--- src/design/two_sat_solver_macros.svh ---
// ----------------------------------------------------------------------------
// two_sat_solver_macros.svh
// Assertion macros used by the solver core RTL.
// ----------------------------------------------------------------------------
`ifndef TWO_SAT_SOLVER_MACROS_SVH
`define TWO_SAT_SOLVER_MACROS_SVH

// same-cycle implication, disabled in reset
`define TSS_ASSERT_IMPL(label, clk, rst_n, ante, cons, msg) \
    label: assert property (@(posedge clk) disable iff (!rst_n) (ante) |-> (cons)) \
        else $error(msg);

// next-cycle implication, disabled in reset
`define TSS_ASSERT_NEXT(label, clk, rst_n, ante, cons, msg) \
    label: assert property (@(posedge clk) disable iff (!rst_n) (ante) |=> (cons)) \
        else $error(msg);

`endif

--- src/design/tss_pkg.sv ---
// ----------------------------------------------------------------------------
// tss_pkg
// Shared constants, sequencer states and edge-match struct for the solver.
// ----------------------------------------------------------------------------
`default_nettype none

package tss_pkg;

    localparam int MAX_VARS_DEF    = 32;
    localparam int MAX_CLAUSES_DEF = 256;
    localparam int VAR_W           = 5;
    localparam int CNT_W           = 6;
    localparam int CLAUSE_W        = 12;
    localparam int IN_DATA_W       = 16;
    localparam int OUT_DATA_W      = 8;

    localparam logic [CNT_W-1:0] VAR_COUNT_RST = 6'd32;

    localparam logic KIND_ADD   = 1'b0;
    localparam logic KIND_SOLVE = 1'b1;

    typedef enum logic [4:0] {
        S_IDLE,
        S_F_NODE,
        S_F_RD,
        S_F_EV,
        S_F_POP,
        S_R_ROOT,
        S_R_ROOTW,
        S_R_RD,
        S_R_EV,
        S_R_POP,
        S_C1,
        S_C2,
        S_C3,
        S_E1,
        S_E2,
        S_E3,
        S_EW
    } state_t;

    typedef struct packed {
        logic fwd_hit;
        logic rev_hit;
    } edge_hit_t;

endpackage

`default_nettype wire

--- src/design/tss_clause_store.sv ---
// ----------------------------------------------------------------------------
// tss_clause_store
// Clause memory with fill count and overflow flag; registered read port.
// ----------------------------------------------------------------------------
`default_nettype none

module tss_clause_store #(
    parameter int MAX_CLAUSES = tss_pkg::MAX_CLAUSES_DEF
) (
    input  wire logic                                 clk,
    input  wire logic                                 rst_n,
    input  wire logic                                 wr_en,
    input  wire logic [tss_pkg::CLAUSE_W-1:0]         wr_data,
    input  wire logic                                 clear,
    input  wire logic [$clog2(MAX_CLAUSES)-1:0]       rd_addr,
    output logic      [tss_pkg::CLAUSE_W-1:0]         rd_data,
    output logic      [$clog2(MAX_CLAUSES+1)-1:0]     total,
    output logic                                      overflow
);

    localparam int CI_W = $clog2(MAX_CLAUSES);
    localparam int TW   = $clog2(MAX_CLAUSES+1);

    logic [tss_pkg::CLAUSE_W-1:0] mem [MAX_CLAUSES];
    logic [tss_pkg::CLAUSE_W-1:0] rd_data_reg;
    logic [TW-1:0]                total_reg, total_next;
    logic                         ovf_reg, ovf_next;
    logic                         has_room;
    logic                         do_write;

    assign has_room = total_reg < TW'(MAX_CLAUSES);
    assign do_write = wr_en && has_room;

    always_comb
    begin
        total_next = total_reg;
        ovf_next   = ovf_reg;
        if (clear)
        begin
            total_next = '0;
            ovf_next   = 1'b0;
        end
        else if (wr_en)
        begin
            if (has_room)
                total_next = total_reg + TW'(1);
            else
                ovf_next = 1'b1;
        end
    end

    always_ff @(posedge clk or negedge rst_n)
    begin
        if (!rst_n)
        begin
            total_reg <= '0;
            ovf_reg   <= 1'b0;
        end
        else
        begin
            total_reg <= total_next;
            ovf_reg   <= ovf_next;
        end
    end

    always_ff @(posedge clk)
    begin
        if (do_write)
            mem[total_reg[CI_W-1:0]] <= wr_data;
        rd_data_reg <= mem[rd_addr];
    end

    assign rd_data  = rd_data_reg;
    assign total    = total_reg;
    assign overflow = ovf_reg;

endmodule

`default_nettype wire

--- config.mk ---
export PLATFORM = sky130hd
export DESIGN_NAME = tss_clause_store
export DESIGN_NICKNAME = d
export VERILOG_FILES = /design/src/design/two_sat_solver_macros.svh /design/src/design/tss_pkg.sv /design/src/design/tss_clause_store.sv
export SDC_FILE = /design/constraint.sdc
export NUM_CORES = 2
export LEC_CHECK = 0
export BUFFER_PORTS_ARGS = -buffer_cell sky130_fd_sc_hd__buf_2
export CAP_MARGIN = 30
export CORE_MARGIN = 5
export CORE_UTILIZATION = 42
export CTS_BUF_LIST = sky130_fd_sc_hd__clkbuf_8 sky130_fd_sc_hd__clkbuf_16
export CTS_CLUSTER_DIAMETER = 40
export DETAILED_ROUTE_END_ITERATION = 10
export GPL_ROUTABILITY_DRIVEN = 0
export PLACE_DENSITY_LB_ADDON = 0.15
export SETUP_SLACK_MARGIN = 0.4
export SLEW_MARGIN = 15
export SYNTH_ARGS = -nofsm -noshare
export SYNTH_HDL_FRONTEND = slang
export SYNTH_SLANG_ARGS = --single-unit
--- constraint.sdc ---
create_clock -name clk -period 4.8 [get_ports clk]
set_input_delay 0.24 -clock clk [delete_from_list [all_inputs] [get_ports clk]]
set_output_delay 0.24 -clock clk [all_outputs]
set_load 0.005 [all_outputs]
# Word level (Yosys, flattened, before mapping)
# Memories as Yosys holds them, arrays and structs flattened. A register that Yosys moved wholly into a read port is not among the register bits.
# Cells that the tools add are included.
[totals]
latch_bits = 0
mem_bits_rw = 3072
register_bits = 10
memories = 1
wordCells = 19
out_inout_bits = 22
rom_bits = 0
[memory_table]
columns = ["name", "depth", "width", "read_ports", "rd_clocked_by_memory_dff", "wr", "line_no", "text"]
rows = [
  ["mem", 256, 12, 1, 1, 1, "tss_clause_store.sv:24", "logic [tss_pkg::CLAUSE_W-1:0] mem [MAX_CLAUSES];"],
]
[classes]
shift = 0
n_mul = 0
n_bitwise = 0
eq_ne = 1
order_cmp = 1
div_mod_pow = 0
n_reduce_logical = 5
muxes = 8
add_sub_neg = 1
[op_table]
columns = ["operator", "n"]
rows = [
  ["9-bit two-way mux", 3],
  ["9-bit by 1-bit adder with 9-bit output (second input constant)", 1],
  ["9-bit less-than comparator (second input constant)", 1],
  ["1-bit two-way mux", 5],
  ["2-bit AND reduction", 2],
  ["2-bit nonzero test", 2],
  ["2-bit inequality test (second input constant)", 1],
  ["1-bit logical AND", 1],
]

# Logic depth before layout (Yosys ltp)
[logic_depth]
ltp_word = 4
ltp_mapped = 11
ltp_nobuf = 6

# Worst setup path after synthesis
# Ideal clock, no wire load.
[synth_path]
kind = "register -> register"
startpoint = "register total_reg[0] (netlist: total[0])"
endpoint = "memory mem[239][0] (netlist bit) (enable)"
t_arrival_ns = 2.069
required_time_ns = 4.420
stages_incl_launch_ff = 8
slack_ns = 2.351
path_cell_list = "dfrtp_1 -> ha_1 -> clkbuf_2 -> nand3_1 -> or2_2 -> clkbuf_1 -> clkbuf_1 -> nor2_1"
[synth_via]
elab_chain_len = 4
[synth_rtl]
columns = ["item", "line_no", "text"]
rows = [
  ["start: declaration", "tss_clause_store.sv:26", "logic [TW-1:0] total_reg, total_next;"],
  ["start signal: assignment", "tss_clause_store.sv:61", "total_reg <= total_next;"],
  ["9-bit less-than comparator", "tss_clause_store.sv:31", "assign has_room = total_reg < TW'(MAX_CLAUSES);"],
  ["1-bit logical AND", "tss_clause_store.sv:32", "assign do_write = wr_en && has_room;"],
  ["1-bit two-way mux", "tss_clause_store.sv:68", "if (do_write)"],
  ["1-bit two-way mux (not written as such)", "tss_clause_store.sv:69", "mem[total_reg[CI_W-1:0]] <= wr_data;"],
  ["end: declaration", "tss_clause_store.sv:24", ""],
]
# Parallel ways exist; a longest one is shown, timed or not.

# Worst setup path in the final report
[layout_path]
startpoint = "register total_reg[0] (netlist: total[0])"
endpoint = "memory mem[28][5] (netlist bit) (enable)"
# The elaborated chain is that of the path after synthesis.

==> metrics.txt <==
global-route wire length before repair=463000 µm; Final setup viols=0; drt total wl=327000 µm; final setup TNS=0 ps; Startpoint Class=flip-flop; clock sinks=3094; Crit. End Element=flip-flop; Crit-path slowest cell=nor2_1; cells on worst reg2reg path=6; Max Cap Violations=0; Worst Hold Class=input port to flip-flop; Syn Area/Cell=21.7 µm²; Final min period=3510 ps; Final Hold Viols=0; Critical Path Start=total[0]; largest cells by area after synthesis=edfxtp_1 78%, mux4_2 12%, mux2i_1 1.8%, a22oi_1 1.6%, nor2_1 0.86%; crit share post-route=73.1%; post-synthesis cell area=118000 µm²; P_sw=14200 µW; Comb power frac=4.2%; Synth Area in Adders=0.0423%; Initial DRC Count=6614; PortBufs=45; clk buf depth=4; fill cell count=22700; # DRC=0; largest family of logic cells by synthesized area=multiplexers; Post-synth EDFFs=3072; htree depth=5; CP Cell Sequence=inv_1, ha_1, nand3_1, or2_2, nor2_1, buf_4; clock transition at the registers of the reported paths=60 ps; max-slew violation count=0; GRT Total Usage=22.0%; Post-CTS Resized=0; routed length per instance=32.1 µm; initial antenna violation count=16; Worst Setup EP=mem[28][5]; WP data required=5380 ps; GR Overflow Total=0; Setup Buffers After CTS=0; DR pass1 iterations=5; worst-skew pair later-pin latency=900 ps; Via density=5.83; Reg power frac=45.8%; most frequent cells in the layout=3072 x edfxtp_1, 657 x mux4_2, 446 x clkbuf_16; Leak=0.0452 µW; Finished Core Util=50.1%; most common library cell in the layout ignoring fill and taps=edfxtp_1; Reg2Reg Launch Point=total[0]; Die Ht=541 µm; Synth top area share=77.9%; Detail Route Antenna Nets=0; Synth Flop Type=edfxtp_1; Crit path largest cell delay=790 ps; Initial Util=42.1%; post-DP HPWL=197000 µm; Setup WS post-layout=1290 ps; flop and latch count out of synthesis=3094; worst slack at placement=811 ps; post-synth cell types=54; xor/xnor share of the synthesized area=0.0296%; Rel. slew slack=9.45%; Cells after Synth=5450; type of the worst setup path=flip-flop to flip-flop; internal power=50900 µW; reg-to-reg setup timing slack=1290 ps; Core Region=282000 µm²; die area=293000 µm²; Synth Warn #=0; CTS root buf=clkbuf_16; RSZ-0062 raised after global routing=false; Peak Freq=285 MHz; post-layout net count=6091; IO Count=46; CTS buffer count=439; syn_nets=5478; status=finished, final reports clean; slew at the pin closest to its max-slew limit=1360 ps; Die X-Extent=541 µm; area delta synth->final=19.1%; mux contribution to synthesized area=14.3%; complex-gate fraction of the synthesized area=3.83%; via count=59400; switching share of power=21.8%; post-synthesis sequential area ratio=78.3%; CTS tree=built; largest net degree at the start of global routing=158; simple-gate share of the synthesized area=1.93%; FF-to-FF End=mem[28][5]; Arr. time, crit path=4090 ps; FP Rows=195; worst-path maximum fanout=13; vias in the first global route=59800; Pwr per Cell Area=461 nW/µm²; cell taking the most area after synthesis=edfxtp_1; Async SR Flop Fraction=0.323%; peak supply drop=0.317 mV; Largest register FFs=3072; clock skew=42.0 ps; clock network power share=49.9%; share of cells above drive strength 1=30.5%
==> kinds of logic after synthesis <==
| logic type | after synthesis |
|---|---|
| flip-flops | 3094 |
| multiplexers | 869 |
| AO/OA/AOI/OAI | 639 |
| AND/OR/NAND/NOR | 497 |
| buffers and inverters | 343 |
| XOR/XNOR | 4 |
| adder cells (fa/ha/maj) | 4 |
==> stage by stage <==
stage	area [µm²]	total power, µW	cells	hold WS [ps]
2_1_floorplan	118000	31700	5450	-55.6
3_3_place_gp	125000	33100	9309	132
3_5_place_dp	126000	33200	9344	135
4_1_cts	141000	65600	10200	192
5_1_grt	141000	66900	10200	221
6_report	141000	65000	10200	242
==> timing repair <==
action,in CTS,in global routing
hold buffers,17,0
hold endpoints to repair,740,0
setup endpoints to repair,0,0
==> synthesized netlist by cell type, drive strengths merged (4+ instances only) <==
cell type / number
a22o: 29
mux2i: 212
nor4: 34
ha: 4
dfxtp: 12
and3: 4
nand4: 8
a31oi: 12
o221ai: 46
buf: 176
xor2: 4
nor3: 39
o21ai: 18
nand2b: 9
a21oi: 157
nor2: 273
a211oi: 5
a22oi: 251
dfrtp: 10
edfxtp: 3072
nor2b: 16
inv: 4
or2: 7
nand2: 51
nand3: 39
a221oi: 37
o22ai: 48
o22a: 11
clkbuf: 163
o32ai: 17
mux4: 657
==> critical path, delay by kind of cell, from the launching register on <==
| kind | cells | cell delay (ps) |
|---|---|---|
| adder cells (fa/ha/maj) | 1 | 390 |
| buffers and inverters | 2 | 430 |
| flip-flops | 1 | 450 |
| AND/OR/NAND/NOR | 3 | 1890 |
==> per-layer routing <==
layer | global-route usage (%) | wire, µm
met2 | 34.9 | 157000
met5 | 0 | 13
met1 | 32.2 | 140000
met4 | 5.54 | 7900
met3 | 3.66 | 22500
==> power groups by stage <==
stage                     combinational [µW]  clock, µW  sequential (µW)
after CTS                               2800      33000            29800
after global placement                  2740          0            30400
after floorplan                         1340          0            30300
after global routing                    2900      34200            29800
after detailed placement                2790          0            30400
final                                   2760      32500            29800
==> how the worst min path moves through the flow <==
| stage | from | endpoint | slack [ps] | cells after the start |
|---|---|---|---|---|
| 4_1_cts | clear | total[6] | 190 | 3 |
| 3_5_place_dp | rst_n | overflow | 130 | 1 |
| 6_report | clear | total[8] | 240 | 3 |
| 5_1_grt | clear | total[6] | 220 | 3 |
| 3_3_place_gp | rst_n | overflow | 130 | 1 |
| 2_1_floorplan | rst_n | overflow | -60 | 0 |
==> final cells by class <==
class                   instances  area [µm²]  area share, %
flip-flops and latches       3094       92700           65.8
multi-input cells            2013       24100           17.1
clock buffers                 449       11200           7.94
well taps                    3743        4680           3.32
repair buffers                511        4460           3.16
clock inverters               364        3820           2.71
diodes                         13        32.5         0.0231
inverters                       4        15.0         0.0106
Power figures use the tool's default switching activity.
