--- src/design/two_sat_solver_macros.svh ---
// ----------------------------------------------------------------------------
// two_sat_solver_macros.svh
// Assertion macros used by the solver core RTL.
// ----------------------------------------------------------------------------
`ifndef TWO_SAT_SOLVER_MACROS_SVH
`define TWO_SAT_SOLVER_MACROS_SVH

// same-cycle implication, disabled in reset
`define TSS_ASSERT_IMPL(label, clk, rst_n, ante, cons, msg) \
    label: assert property (@(posedge clk) disable iff (!rst_n) (ante) |-> (cons)) \
        else $error(msg);

// next-cycle implication, disabled in reset
`define TSS_ASSERT_NEXT(label, clk, rst_n, ante, cons, msg) \
    label: assert property (@(posedge clk) disable iff (!rst_n) (ante) |=> (cons)) \
        else $error(msg);

`endif

--- src/design/tss_pkg.sv ---
// ----------------------------------------------------------------------------
// tss_pkg
// Shared constants, sequencer states and edge-match struct for the solver.
// ----------------------------------------------------------------------------
`default_nettype none

package tss_pkg;

    localparam int MAX_VARS_DEF    = 32;
    localparam int MAX_CLAUSES_DEF = 256;
    localparam int VAR_W           = 5;
    localparam int CNT_W           = 6;
    localparam int CLAUSE_W        = 12;
    localparam int IN_DATA_W       = 16;
    localparam int OUT_DATA_W      = 8;

    localparam logic [CNT_W-1:0] VAR_COUNT_RST = 6'd32;

    localparam logic KIND_ADD   = 1'b0;
    localparam logic KIND_SOLVE = 1'b1;

    typedef enum logic [4:0] {
        S_IDLE,
        S_F_NODE,
        S_F_RD,
        S_F_EV,
        S_F_POP,
        S_R_ROOT,
        S_R_ROOTW,
        S_R_RD,
        S_R_EV,
        S_R_POP,
        S_C1,
        S_C2,
        S_C3,
        S_E1,
        S_E2,
        S_E3,
        S_EW
    } state_t;

    typedef struct packed {
        logic fwd_hit;
        logic rev_hit;
    } edge_hit_t;

endpackage

`default_nettype wire

--- src/design/tss_edge_unit.sv ---
// ----------------------------------------------------------------------------
// tss_edge_unit
// Decodes one implication edge of a clause and matches it against a node.
// ----------------------------------------------------------------------------
`default_nettype none

module tss_edge_unit #(
    parameter int MAX_VARS = tss_pkg::MAX_VARS_DEF
) (
    input  wire logic [tss_pkg::CLAUSE_W-1:0]      clause,
    input  wire logic                              sel,
    input  wire logic [$clog2(MAX_VARS+1)-1:0]     n,
    input  wire logic [$clog2(2*MAX_VARS)-1:0]     node,
    output logic      [$clog2(2*MAX_VARS)-1:0]     src,
    output logic      [$clog2(2*MAX_VARS)-1:0]     dst,
    output tss_pkg::edge_hit_t                     hit
);

    localparam int NODE_W = $clog2(2*MAX_VARS);

    logic [tss_pkg::VAR_W-1:0] a, b;
    logic                      va, vb;
    logic                      live;
    logic [NODE_W-1:0]         a_n, b_n, n_n;
    logic [NODE_W-1:0]         a_t, a_f, b_t, b_f;

    assign a  = clause[11:7];
    assign va = clause[6];
    assign b  = clause[5:1];
    assign vb = clause[0];

    assign live = ({1'b0, a} < tss_pkg::CNT_W'(n)) && ({1'b0, b} < tss_pkg::CNT_W'(n));

    assign a_n = NODE_W'(a);
    assign b_n = NODE_W'(b);
    assign n_n = NODE_W'(n);
    // literal node: var for "is 1", var+n for "is 0"
    assign a_t = va ? a_n + n_n : a_n;
    assign a_f = va ? a_n : a_n + n_n;
    assign b_t = vb ? b_n + n_n : b_n;
    assign b_f = vb ? b_n : b_n + n_n;

    always_comb
    begin
        if (!sel)
        begin
            src = a_t;
            dst = b_f;
        end
        else
        begin
            src = b_t;
            dst = a_f;
        end
        hit.fwd_hit = live && (src == node);
        hit.rev_hit = live && (dst == node);
    end

endmodule

`default_nettype wire

--- src/design/tss_scc_core.sv ---
// ----------------------------------------------------------------------------
// tss_scc_core
// Sequencer for the Kosaraju passes, the variable check and result output.
// ----------------------------------------------------------------------------
`default_nettype none

`include "two_sat_solver_macros.svh"

module tss_scc_core #(
    parameter int MAX_VARS    = tss_pkg::MAX_VARS_DEF,
    parameter int MAX_CLAUSES = tss_pkg::MAX_CLAUSES_DEF
) (
    input  wire logic                                 clk,
    input  wire logic                                 rst_n,
    input  wire logic                                 start,
    input  wire logic [tss_pkg::CNT_W-1:0]            var_count,
    input  wire logic [$clog2(MAX_CLAUSES+1)-1:0]     clause_total,
    input  wire logic                                 overflow,
    input  wire logic [tss_pkg::CLAUSE_W-1:0]         clause_data,
    output logic      [$clog2(MAX_CLAUSES)-1:0]       clause_addr,
    output logic                                      store_clear,
    output logic                                      idle,
    output logic                                      m_tvalid,
    input  wire logic                                 m_tready,
    output logic      [tss_pkg::OUT_DATA_W-1:0]       m_tdata,
    output logic                                      m_tlast
);

    localparam int NODES   = 2*MAX_VARS;
    localparam int NODE_W  = $clog2(NODES);
    localparam int NVW     = $clog2(MAX_VARS+1);
    localparam int C2W     = NVW+1;
    localparam int TW      = $clog2(MAX_CLAUSES+1);
    localparam int PW      = TW+1;
    localparam int CI_W    = $clog2(MAX_CLAUSES);
    localparam int FRAME_W = NODE_W+PW;
    localparam int DEPTH_W = NODE_W+1;

    tss_pkg::state_t state_reg, state_next;

    logic [NVW-1:0]     n_reg, n_next;
    logic [C2W-1:0]     cnt_reg, cnt_next;
    logic [C2W-1:0]     idx_reg, idx_next;
    logic [C2W-1:0]     comp_reg, comp_next;
    logic [DEPTH_W-1:0] depth_reg, depth_next;
    logic [NODE_W-1:0]  node_reg, node_next;
    logic [PW-1:0]      pos_reg, pos_next;
    logic [NODES-1:0]   visited_reg, visited_next;
    logic [NODES-1:0]   assigned_reg, assigned_next;
    logic               sat_reg, sat_next;
    logic [NODE_W-1:0]  lo_reg, lo_next;
    logic               out_valid_reg, out_valid_next;
    logic [tss_pkg::OUT_DATA_W-1:0] out_data_reg, out_data_next;
    logic               out_last_reg, out_last_next;

    logic [FRAME_W-1:0] stack_mem [NODES];
    logic [NODE_W-1:0]  fin_mem   [NODES];
    logic [NODE_W-1:0]  comp_mem  [NODES];
    logic [FRAME_W-1:0] stack_rd_reg;
    logic [NODE_W-1:0]  fin_rd_reg;
    logic [NODE_W-1:0]  comp_rd_reg;

    logic               stack_we, fin_we, comp_we;
    logic [NODE_W-1:0]  stack_waddr, stack_raddr;
    logic [FRAME_W-1:0] stack_wdata;
    logic [NODE_W-1:0]  fin_waddr, fin_wdata, fin_raddr;
    logic [NODE_W-1:0]  comp_waddr, comp_wdata, comp_raddr;

    logic [C2W-1:0]     nodes;
    logic [PW-1:0]      edge_total;
    logic [PW-1:0]      pos_inc;
    logic [NODE_W-1:0]  cnt_node;
    logic [NODE_W-1:0]  cnt_neg;
    logic [NODE_W-1:0]  e_src, e_dst;
    logic [NVW-1:0]     n_eff;
    tss_pkg::edge_hit_t e_hit;

    assign nodes      = {n_reg, 1'b0};
    assign edge_total = {clause_total, 1'b0};
    assign pos_inc    = pos_reg + PW'(1);
    assign cnt_node   = cnt_reg[NODE_W-1:0];
    assign cnt_neg    = NODE_W'(cnt_reg + C2W'(n_reg));
    assign clause_addr = pos_reg[CI_W:1];

    always_comb
    begin
        if (var_count == '0)
            n_eff = NVW'(1);
        else if (var_count > tss_pkg::CNT_W'(MAX_VARS))
            n_eff = NVW'(MAX_VARS);
        else
            n_eff = NVW'(var_count);
    end

    tss_edge_unit #(
        .MAX_VARS (MAX_VARS)
    ) u_edge (
        .clause (clause_data),
        .sel    (pos_reg[0]),
        .n      (n_reg),
        .node   (node_reg),
        .src    (e_src),
        .dst    (e_dst),
        .hit    (e_hit)
    );

    always_comb
    begin
        state_next     = state_reg;
        n_next         = n_reg;
        cnt_next       = cnt_reg;
        idx_next       = idx_reg;
        comp_next      = comp_reg;
        depth_next     = depth_reg;
        node_next      = node_reg;
        pos_next       = pos_reg;
        visited_next   = visited_reg;
        assigned_next  = assigned_reg;
        sat_next       = sat_reg;
        lo_next        = lo_reg;
        out_valid_next = out_valid_reg;
        out_data_next  = out_data_reg;
        out_last_next  = out_last_reg;
        stack_we       = 1'b0;
        stack_waddr    = NODE_W'(depth_reg - DEPTH_W'(1));
        stack_wdata    = {node_reg, pos_inc};
        stack_raddr    = NODE_W'(depth_reg - DEPTH_W'(2));
        fin_we         = 1'b0;
        fin_waddr      = idx_reg[NODE_W-1:0];
        fin_wdata      = node_reg;
        fin_raddr      = NODE_W'(cnt_reg - C2W'(1));
        comp_we        = 1'b0;
        comp_waddr     = e_src;
        comp_wdata     = comp_reg[NODE_W-1:0];
        comp_raddr     = cnt_node;
        store_clear    = 1'b0;

        unique case (state_reg)
            tss_pkg::S_IDLE:
            begin
                if (start)
                begin
                    n_next        = n_eff;
                    cnt_next      = '0;
                    idx_next      = '0;
                    depth_next    = '0;
                    visited_next  = '0;
                    assigned_next = '0;
                    state_next    = tss_pkg::S_F_NODE;
                end
            end
            // forward pass: finish order
            tss_pkg::S_F_NODE:
            begin
                if (cnt_reg == nodes)
                begin
                    comp_next  = '0;
                    state_next = tss_pkg::S_R_ROOT;
                end
                else if (visited_reg[cnt_node])
                    cnt_next = cnt_reg + C2W'(1);
                else
                begin
                    visited_next[cnt_node] = 1'b1;
                    node_next  = cnt_node;
                    pos_next   = '0;
                    depth_next = DEPTH_W'(1);
                    state_next = tss_pkg::S_F_RD;
                end
            end
            tss_pkg::S_F_RD:
            begin
                if (pos_reg == edge_total)
                begin
                    fin_we   = 1'b1;
                    idx_next = idx_reg + C2W'(1);
                    depth_next = depth_reg - DEPTH_W'(1);
                    if (depth_reg == DEPTH_W'(1))
                    begin
                        cnt_next   = cnt_reg + C2W'(1);
                        state_next = tss_pkg::S_F_NODE;
                    end
                    else
                        state_next = tss_pkg::S_F_POP;
                end
                else
                    state_next = tss_pkg::S_F_EV;
            end
            tss_pkg::S_F_EV:
            begin
                pos_next   = pos_inc;
                state_next = tss_pkg::S_F_RD;
                if (e_hit.fwd_hit && !visited_reg[e_dst])
                begin
                    visited_next[e_dst] = 1'b1;
                    stack_we   = 1'b1;
                    node_next  = e_dst;
                    pos_next   = '0;
                    depth_next = depth_reg + DEPTH_W'(1);
                end
            end
            tss_pkg::S_F_POP:
            begin
                {node_next, pos_next} = stack_rd_reg;
                state_next = tss_pkg::S_F_RD;
            end
            // reverse pass: component numbers
            tss_pkg::S_R_ROOT:
            begin
                if (cnt_reg == '0)
                begin
                    sat_next   = 1'b1;
                    state_next = tss_pkg::S_C1;
                end
                else
                begin
                    cnt_next   = cnt_reg - C2W'(1);
                    state_next = tss_pkg::S_R_ROOTW;
                end
            end
            tss_pkg::S_R_ROOTW:
            begin
                if (assigned_reg[fin_rd_reg])
                    state_next = tss_pkg::S_R_ROOT;
                else
                begin
                    assigned_next[fin_rd_reg] = 1'b1;
                    comp_we    = 1'b1;
                    comp_waddr = fin_rd_reg;
                    node_next  = fin_rd_reg;
                    pos_next   = '0;
                    depth_next = DEPTH_W'(1);
                    state_next = tss_pkg::S_R_RD;
                end
            end
            tss_pkg::S_R_RD:
            begin
                if (pos_reg == edge_total)
                begin
                    depth_next = depth_reg - DEPTH_W'(1);
                    if (depth_reg == DEPTH_W'(1))
                    begin
                        comp_next  = comp_reg + C2W'(1);
                        state_next = tss_pkg::S_R_ROOT;
                    end
                    else
                        state_next = tss_pkg::S_R_POP;
                end
                else
                    state_next = tss_pkg::S_R_EV;
            end
            tss_pkg::S_R_EV:
            begin
                pos_next   = pos_inc;
                state_next = tss_pkg::S_R_RD;
                if (e_hit.rev_hit && !assigned_reg[e_src])
                begin
                    assigned_next[e_src] = 1'b1;
                    comp_we    = 1'b1;
                    stack_we   = 1'b1;
                    node_next  = e_src;
                    pos_next   = '0;
                    depth_next = depth_reg + DEPTH_W'(1);
                end
            end
            tss_pkg::S_R_POP:
            begin
                {node_next, pos_next} = stack_rd_reg;
                state_next = tss_pkg::S_R_RD;
            end
            // satisfiability check
            tss_pkg::S_C1:
            begin
                if (cnt_reg == C2W'(n_reg))
                begin
                    cnt_next   = '0;
                    state_next = tss_pkg::S_E1;
                end
                else
                    state_next = tss_pkg::S_C2;
            end
            tss_pkg::S_C2:
            begin
                lo_next    = comp_rd_reg;
                comp_raddr = cnt_neg;
                state_next = tss_pkg::S_C3;
            end
            tss_pkg::S_C3:
            begin
                if (lo_reg == comp_rd_reg)
                    sat_next = 1'b0;
                cnt_next   = cnt_reg + C2W'(1);
                state_next = tss_pkg::S_C1;
            end
            // result output
            tss_pkg::S_E1:
            begin
                state_next = tss_pkg::S_E2;
            end
            tss_pkg::S_E2:
            begin
                lo_next    = comp_rd_reg;
                comp_raddr = cnt_neg;
                state_next = tss_pkg::S_E3;
            end
            tss_pkg::S_E3:
            begin
                out_valid_next = 1'b1;
                out_data_next  = {overflow, sat_reg, sat_reg && (lo_reg > comp_rd_reg),
                                  tss_pkg::VAR_W'(cnt_reg)};
                out_last_next  = (cnt_reg + C2W'(1)) == C2W'(n_reg);
                state_next     = tss_pkg::S_EW;
            end
            tss_pkg::S_EW:
            begin
                if (m_tready)
                begin
                    out_valid_next = 1'b0;
                    if (out_last_reg)
                    begin
                        store_clear = 1'b1;
                        state_next  = tss_pkg::S_IDLE;
                    end
                    else
                    begin
                        cnt_next   = cnt_reg + C2W'(1);
                        state_next = tss_pkg::S_E1;
                    end
                end
            end
            default:
            begin
                state_next = tss_pkg::S_IDLE;
            end
        endcase
    end

    always_ff @(posedge clk or negedge rst_n)
    begin
        if (!rst_n)
        begin
            state_reg     <= tss_pkg::S_IDLE;
            n_reg         <= '0;
            cnt_reg       <= '0;
            idx_reg       <= '0;
            comp_reg      <= '0;
            depth_reg     <= '0;
            visited_reg   <= '0;
            assigned_reg  <= '0;
            sat_reg       <= 1'b0;
            out_valid_reg <= 1'b0;
            out_last_reg  <= 1'b0;
        end
        else
        begin
            state_reg     <= state_next;
            n_reg         <= n_next;
            cnt_reg       <= cnt_next;
            idx_reg       <= idx_next;
            comp_reg      <= comp_next;
            depth_reg     <= depth_next;
            visited_reg   <= visited_next;
            assigned_reg  <= assigned_next;
            sat_reg       <= sat_next;
            out_valid_reg <= out_valid_next;
            out_last_reg  <= out_last_next;
        end
    end

    always_ff @(posedge clk)
    begin
        node_reg     <= node_next;
        pos_reg      <= pos_next;
        lo_reg       <= lo_next;
        out_data_reg <= out_data_next;
    end

    always_ff @(posedge clk)
    begin
        if (stack_we)
            stack_mem[stack_waddr] <= stack_wdata;
        stack_rd_reg <= stack_mem[stack_raddr];
        if (fin_we)
            fin_mem[fin_waddr] <= fin_wdata;
        fin_rd_reg <= fin_mem[fin_raddr];
        if (comp_we)
            comp_mem[comp_waddr] <= comp_wdata;
        comp_rd_reg <= comp_mem[comp_raddr];
    end

    assign idle     = state_reg == tss_pkg::S_IDLE;
    assign m_tvalid = out_valid_reg;
    assign m_tdata  = out_data_reg;
    assign m_tlast  = out_last_reg;

    `TSS_ASSERT_IMPL(a_out_only_in_wait, clk, rst_n, out_valid_reg, state_reg == tss_pkg::S_EW, "result shown outside output wait")
    `TSS_ASSERT_IMPL(a_depth_bound, clk, rst_n, 1'b1, depth_reg <= DEPTH_W'(NODES), "walk stack overrun")
    `TSS_ASSERT_NEXT(a_last_to_idle, clk, rst_n, out_valid_reg && m_tready && out_last_reg, state_reg == tss_pkg::S_IDLE, "no return to idle after last result")
    `TSS_ASSERT_IMPL(a_idle_clean, clk, rst_n, state_reg == tss_pkg::S_IDLE, !out_valid_reg && depth_reg == '0, "idle with work pending")

endmodule

`default_nettype wire

--- config.mk ---
export PLATFORM = sky130hd
export DESIGN_NAME = tss_scc_core
export DESIGN_NICKNAME = d
export VERILOG_FILES = /design/src/design/tss_pkg.sv /design/src/design/tss_edge_unit.sv /design/src/design/tss_scc_core.sv
export VERILOG_INCLUDE_DIRS = /design/src /design/src/design
export SDC_FILE = /design/constraint.sdc
export NUM_CORES = 2
export LEC_CHECK = 0
export BUFFER_PORTS_ARGS = -buffer_cell sky130_fd_sc_hd__buf_2
export CORE_UTILIZATION = 38
export DETAILED_ROUTE_END_ITERATION = 8
export HOLD_SLACK_MARGIN = 0.12
export SLEW_MARGIN = 15
export SYNTH_ARGS = -nofsm -noshare
export SYNTH_HDL_FRONTEND = slang
export SYNTH_SLANG_ARGS = --single-unit
--- constraint.sdc ---
create_clock -name clk -period 4.88 [get_ports clk]
set_clock_uncertainty 0.2 [all_clocks]
set_input_delay 0.488 -clock clk [delete_from_list [all_inputs] [get_ports clk]]
set_output_delay 0.488 -clock clk [all_outputs]
set_load 0.005 [all_outputs]
# Word-level counts from Yosys, hierarchy flattened
# Memories as Yosys holds them, arrays and structs flattened. A register that Yosys moved wholly into a read port is not among the register bits.
# Index checks and enable logic that the tools add are counted.
# word_totals
output_inout_bits	20
ram_bits	1792
inputBits	32
regBits	200
word_cells	234
memories	3
# classes
muxes	104
n_addsub	11
bitwise_logic	4
reduce_logical	41
n_eq_ne	44
magnitude_cmp	12
# mem_list
memory	words	word_bits	rd	rd_ports_with_merged_regs	write_ports	line_no	rtl
stack_mem	64	16	1	1	1	tss_scc_core.sv:56	logic [FRAME_W-1:0] stack_mem [NODES];
comp_mem	64	6	1	1	1	tss_scc_core.sv:58	logic [NODE_W-1:0] comp_mem [NODES];
fin_mem	64	6	1	1	1	tss_scc_core.sv:57	logic [NODE_W-1:0] fin_mem [NODES];
# ops
cell	count
64-bit two-way mux	6
64-bit one-hot mux with 3 select lines	2
64-bit OR	4
7-bit two-way mux	19
6-bit two-way mux	16
5-bit one-hot mux with 15 select lines	1
10-bit two-way mux	5
10-bit one-hot mux with 5 select lines	1
7-bit one-hot mux with 7 select lines	1
7-bit one-hot mux with 6 select lines	1
5-bit by 4-bit == test with 1-bit output, second input constant	8
2-bit inequality test, second input constant	18
5-bit two-way mux	6
6-bit one-hot mux with 5 select lines	1
7-bit by 1-bit adder with 7-bit output, second input constant	4
6-bit by 7-bit less-than comparator with 1-bit output, second input constant	4
7-bit one-hot mux with 2 select lines	2
1-bit two-way mux	25
1-bit binary-select mux with 6-bit select	4
1-bit demux with 6-bit select	4
6-bit by 1-bit >= comparator with 1-bit output, second input constant	4
5-bit by 3-bit == test with 1-bit output, second input constant	4
6-bit == test	3
7-bit by 6-bit == test with 1-bit output	2
38 further kinds	71

# Longest topological paths before layout
# depth
ltp_word	11
depth_mapped	17
mapped_depth_nobuf	12

# Cells and area by module
# A second synthesis with hierarchy kept.
# unflattened
cells_unflattened	4801
hier_area_um2	85236.7
# modules_own_cells
mod	instances	seq_area_each_um2	area_per_inst_um2	cells_per_inst
tss_scc_core	1	59477.0	83933.0	4624
tss_edge_unit	1	0.0	1303.8	177

# Worst setup path after synthesis
# OpenSTA, ideal clock, no wires.
# synth_timing
path_type	input to register
from	input port clause_data[7] (netlist name)
to	memory stack_mem[24][0] (netlist name) (enable)
arrival_ns	4.069
path_stages	14
setup_ns	0.374
n_path_buf	2
required_time_ns	4.306
path_slack_ns	0.237
path_cell_list	ha_1 > fa_1 > mux2i_1 > mux2i_2 > buf_4 > mux2i_1 > nand2_1 > nand3_1 > a211oi_1 > nor4_2 > nand4_1 > buf_4 > a211oi_2 > and2_1
# synth_via
elab_chain_cells	11
elab_cells_between_ends	24
cone_classes	1 x add/sub; 1 x order compare; 2 x eq/ne; 13 x mux; 7 x reduce/logical
# synth_rtl
item	line_no	rtl
start, declared	tss_scc_core.sv:19	input wire logic [tss_pkg::CLAUSE_W-1:0] clause_data,
5-bit by 6-bit adder with 6-bit output	tss_edge_unit.sv:38, tss_edge_unit.sv:39	
6-bit two-way mux (on tied branches)	tss_edge_unit.sv:38, tss_edge_unit.sv:39	
6-bit two-way mux	tss_edge_unit.sv:45	if (!sel)
1-bit binary-select mux with 6-bit select (on tied branches)	tss_scc_core.sv:256, tss_scc_core.sv:193	
1-bit two-way mux (on tied branches)	tss_scc_core.sv:256, tss_scc_core.sv:193	
1-bit logical NOT (on tied branches)	tss_scc_core.sv:256, tss_scc_core.sv:193	
1-bit logical AND (on tied branches)	tss_scc_core.sv:256, tss_scc_core.sv:193	
1-bit two-way mux (on tied branches)	tss_scc_core.sv:256, tss_scc_core.sv:193	
1-bit one-hot mux with 2 select lines (*)	tss_scc_core.sv:138	unique case (state_reg)
1-bit two-way mux (*)	tss_scc_core.sv:380	if (stack_we)
1-bit two-way mux (not written as such) (*)	tss_scc_core.sv:381	stack_mem[stack_waddr] <= stack_wdata;
end, declared	tss_scc_core.sv:56	
# Mark *: on every way between the ends. The rest lies on a longest branch, timed or not. The select of a mux whose other input is x is not followed.

# Worst setup path after layout
# layout_timing
from	register n_reg[0]
to	memory stack_mem[57][7] (netlist name) (enable)
# layout_via
elab_chain_cells	11
elab_cells_between_ends	28
cone_classes	2 x add/sub; 2 x order compare; 2 x eq/ne; 15 x mux; 7 x reduce/logical
# layout_rtl
item	line_no	rtl
start, declared	tss_scc_core.sv:41	logic [NVW-1:0] n_reg, n_next;
start signal, assigned	tss_scc_core.sv:357	n_reg <= n_next;
5-bit by 6-bit adder with 6-bit output (on tied branches)	n/a	
6-bit two-way mux (on tied branches)	n/a	
6-bit two-way mux	tss_edge_unit.sv:45	
1-bit binary-select mux with 6-bit select (on tied branches)	tss_scc_core.sv:256, tss_scc_core.sv:193	
1-bit two-way mux (on tied branches)	tss_scc_core.sv:256, tss_scc_core.sv:193	
1-bit logical NOT (on tied branches)	tss_scc_core.sv:256, tss_scc_core.sv:193	
1-bit logical AND (on tied branches)	tss_scc_core.sv:256, tss_scc_core.sv:193	
1-bit two-way mux (on tied branches)	tss_scc_core.sv:256, tss_scc_core.sv:193	
1-bit one-hot mux with 2 select lines (*)	tss_scc_core.sv:138	
1-bit two-way mux (*)	tss_scc_core.sv:380	
1-bit two-way mux (not written as such) (*)	tss_scc_core.sv:381	
# Marked as above.

==> run metrics <==
outcome=completed; Reg clk slew, reported paths=about 0.06 ns; Inserted Clock Buffers=between 150 and 200; P_int=about 40 mW; Metal-1 WL=100000 um; Psw=between 20 and 25 mW; WL final=232100 um; top-count cell post-synth=edfxtp_1; crit path DAT=5.13 ns; Layout Cells excl Fill=8746; worst-case vdd ir drop=0.5281 mV; R2R Path Start=n_reg[0]; setup slack, reg-to-reg=approximately 0.11 ns; Worst Path Required=roughly 5.2 ns; Final Power=63.85 mW; share of total power in the clock network=24.1%; uppermost routed layer=met4; WL met2=110000 um; max reg flops=1024; Congestion Overflow GR=0; Sequential Power Share=35.2%; sequential area share after synthesis=68.57%; chip width=479.8 um; Post-route DRC=0; MaxCap Viol Count=0; Most used DFF post-synth=edfxtp_1; Sink Count=2018; PortBufs=51; WL/cell=26.54 um; Post-Syn Instances=5273; ranking of synthesized cells by area=edfxtp_1 (63%), mux4_2 (12%), dfrtp_1 (4.8%); final setup vio count=0; area of the core=227100 sq um; path type of the worst min-delay path=input pin to asynchronous set/reset pin; crit end category=flop; Rows=175; vias=50347; Switching Share=37.63%; RSZ-0062 raised after global routing=true; most frequent cells after synthesis=edfxtp_1 (1822), mux4_2 (464), nand2_1 (326); Distinct cells, synth=102; All-Layer GR Usage=20.01%; final number of hold-violating endpoints=0; pin count of the biggest net entering global routing=roughly 130; EDFF count, synth=1822; critical path peak fanout=15; first-pass GRT wire length=approximately 340000 um; fill cell count=19654; synthesized area per cell=around 16 sq um; gp weighted congestion=0.9239; CTS tree=yes; Pins Over Slew Limit=0; initial core utilization=roughly two fifths; worst rel slew slack=19.01%; vias in the first global route=~50000; footprint of the multi-input gates=26070 sq um; Max Freq=approximately 210 MHz; Clk Latency, worst-skew pair=roughly 0.84 ns; crit start category=flop; Synth Net Count=5350; Slew @ Worst Pin=around 1.2 ns; DR iter-0 viols=roughly 5900; post-DP HPWL=149000 um; Netlist Area Pre-Place=86740 sq um; Setup CP Type=flop to flop; DR pass1 iterations=6; RR Endpoint=stack_mem[57][7]; clock buffer depth=3; Yosys reg bits=2018; top cell type by total area after synthesis=edfxtp_1; power per cell area=635.1 nW/um^2; Tcrit/Tclk final=97.77%; biggest regs=stack_mem (1024), comp_mem (384), fin_mem (384); area grow syn2layout=15.90%; die height=479.8 um; number of vias per cell=approximately 5.8; area share of the largest cell type after synthesis=about 63%; CTS H-Tree Depth=4; layout cells sized above 1=23.56%; Biggest register=stack_mem; final net count=5639; Ys Warns=0; met3 wire length=16850 um; Reg area=59510 sq um; IO Pins=52; Clock Tree Root=clkbuf_16; min Tclk post-route=4.771 ns; Routed Antenna Nets=0; die area=approximately 230000 sq um; Pleak=33.24 nW; FF-to-FF path depth=17; TNS Setup=0 ns; Logic pwr share=40.7%; Synth async-reset ratio=about 8.3%; dpl cells=8347; initial antenna violation count=12
==> area by class of cell <==
type                    count  area share [%]
well taps                3009           3.745
clock inverters           124           1.308
multi-input cells        2836           25.93
inverters                  58          0.2166
clock buffers             250           5.215
flip-flops and latches   2018           59.20
diodes                      2        0.004978
repair buffers            449           4.380
==> stage by stage <==
stage          hold slack, ns  area (sq um)  util (%)  worst slack (ns)
2_1_floorplan       -0.007591         86740         -            0.2369
3_3_place_gp           0.2194         93470     41.17           -0.2682
3_5_place_dp           0.2188         93470     41.17           -0.3441
4_1_cts                0.1220        100200     44.13          0.007301
5_1_grt                0.1963        100500     44.27          -0.05937
6_report               0.1371        100500     44.27            0.1088
==> routing by layer <==
| metal | up-vias | global-route usage [%] |
|---|---|---|
| met1 | 26214 | 28.72 |
| met2 | 2064 | 31.79 |
| met4 | 0 | 4.814 |
| met5 | - | 0 |
| met3 | 332 | 3.299 |
| li1 | 21737 | - |
==> cells in the final DEF (no fill, tap or decap), types with 58 or more instances in the layout <==
cell | netlist | final
dfrtp_1 | 168 | 155
nor3_1 | 173 | 171
buf_4 | 15 | 296
edfxtp_1 | 1822 | 1822
o21a_1 | 127 | 127
nor2_1 | 226 | 195
o21ai_0 | 84 | 78
mux2i_1 | 84 | 80
a31oi_1 | 59 | 59
a22oi_1 | 105 | 105
and2_1 | 191 | 179
buf_12 | 0 | 87
clkbuf_16 | 0 | 200
mux4_2 | 464 | 464
a211oi_1 | 169 | 169
a21oi_1 | 144 | 144
nand3_1 | 58 | 58
nand2_1 | 326 | 323
==> repair_timing <==
action / CTS / global route
pin swaps: 1 / 9
hold endpoints to repair: 111 / 0
setup endpoints to repair: 1427 / 1510
hold buffers: 11 / 0
gates resized for setup: 10 / 62
buffers inserted: 0 / 10
==> worst max-delay path: stages, from the launching register on <==
cell and delay, ns:
dfrtp_2 0.44, buf_4 0.19, ha_1 0.37, inv_1 0.08, a211oi_1 0.24, buf_4 0.23, or2_1 0.19, buf_4 0.27
o21ai_0 0.12, a221o_1 0.39, a311oi_1 0.47, o31ai_1 0.20, nand4_1 0.19, buf_12 0.23, a211oi_4 0.10, buf_12 0.21
and2_1 0.17, buf_4 0.18
==> power groups by stage <==
stage | Clock, mW | Combinational [mW] | Sequential, mW
floorplan | 0 | 14.9 | 22.9
CTS | 15.7 | 25.7 | 22.4
global placement | 0 | 25.3 | 22.8
finish | 15.4 | 26.0 | 22.5
global route | 16.3 | 27.3 | 22.5
detailed placement | 0 | 25.6 | 22.8
==> worst max path at each step <==
stage	depth (start not counted)	end	slack [ns]	from
after floorplan	14	stack_mem[24][0]	0.24	clause_data[7]
after global placement	15	stack_mem[43][8]	-0.27	clause_data[1]
after detailed placement	16	stack_mem[47][0]	-0.34	clause_data[1]
after CTS	15	stack_mem[57][2]	0.007	n_reg[0]
after global routing	13	comp_mem[43][1]	-0.06	n_reg[3]
final	17	stack_mem[57][7]	0.11	n_reg[0]
==> kinds of logic after synthesis <==
group | share of synthesized area (%)
buffers and inverters | 1.992
adder cells (fa/ha/maj) | 0.6751
multiplexers | 13.24
XOR/XNOR | 0.7371
AO/OA/AOI/OAI | 7.516
AND/OR/NAND/NOR | 7.265
flip-flops | 68.57
No activity file was read; power rests on OpenSTA's default activity.
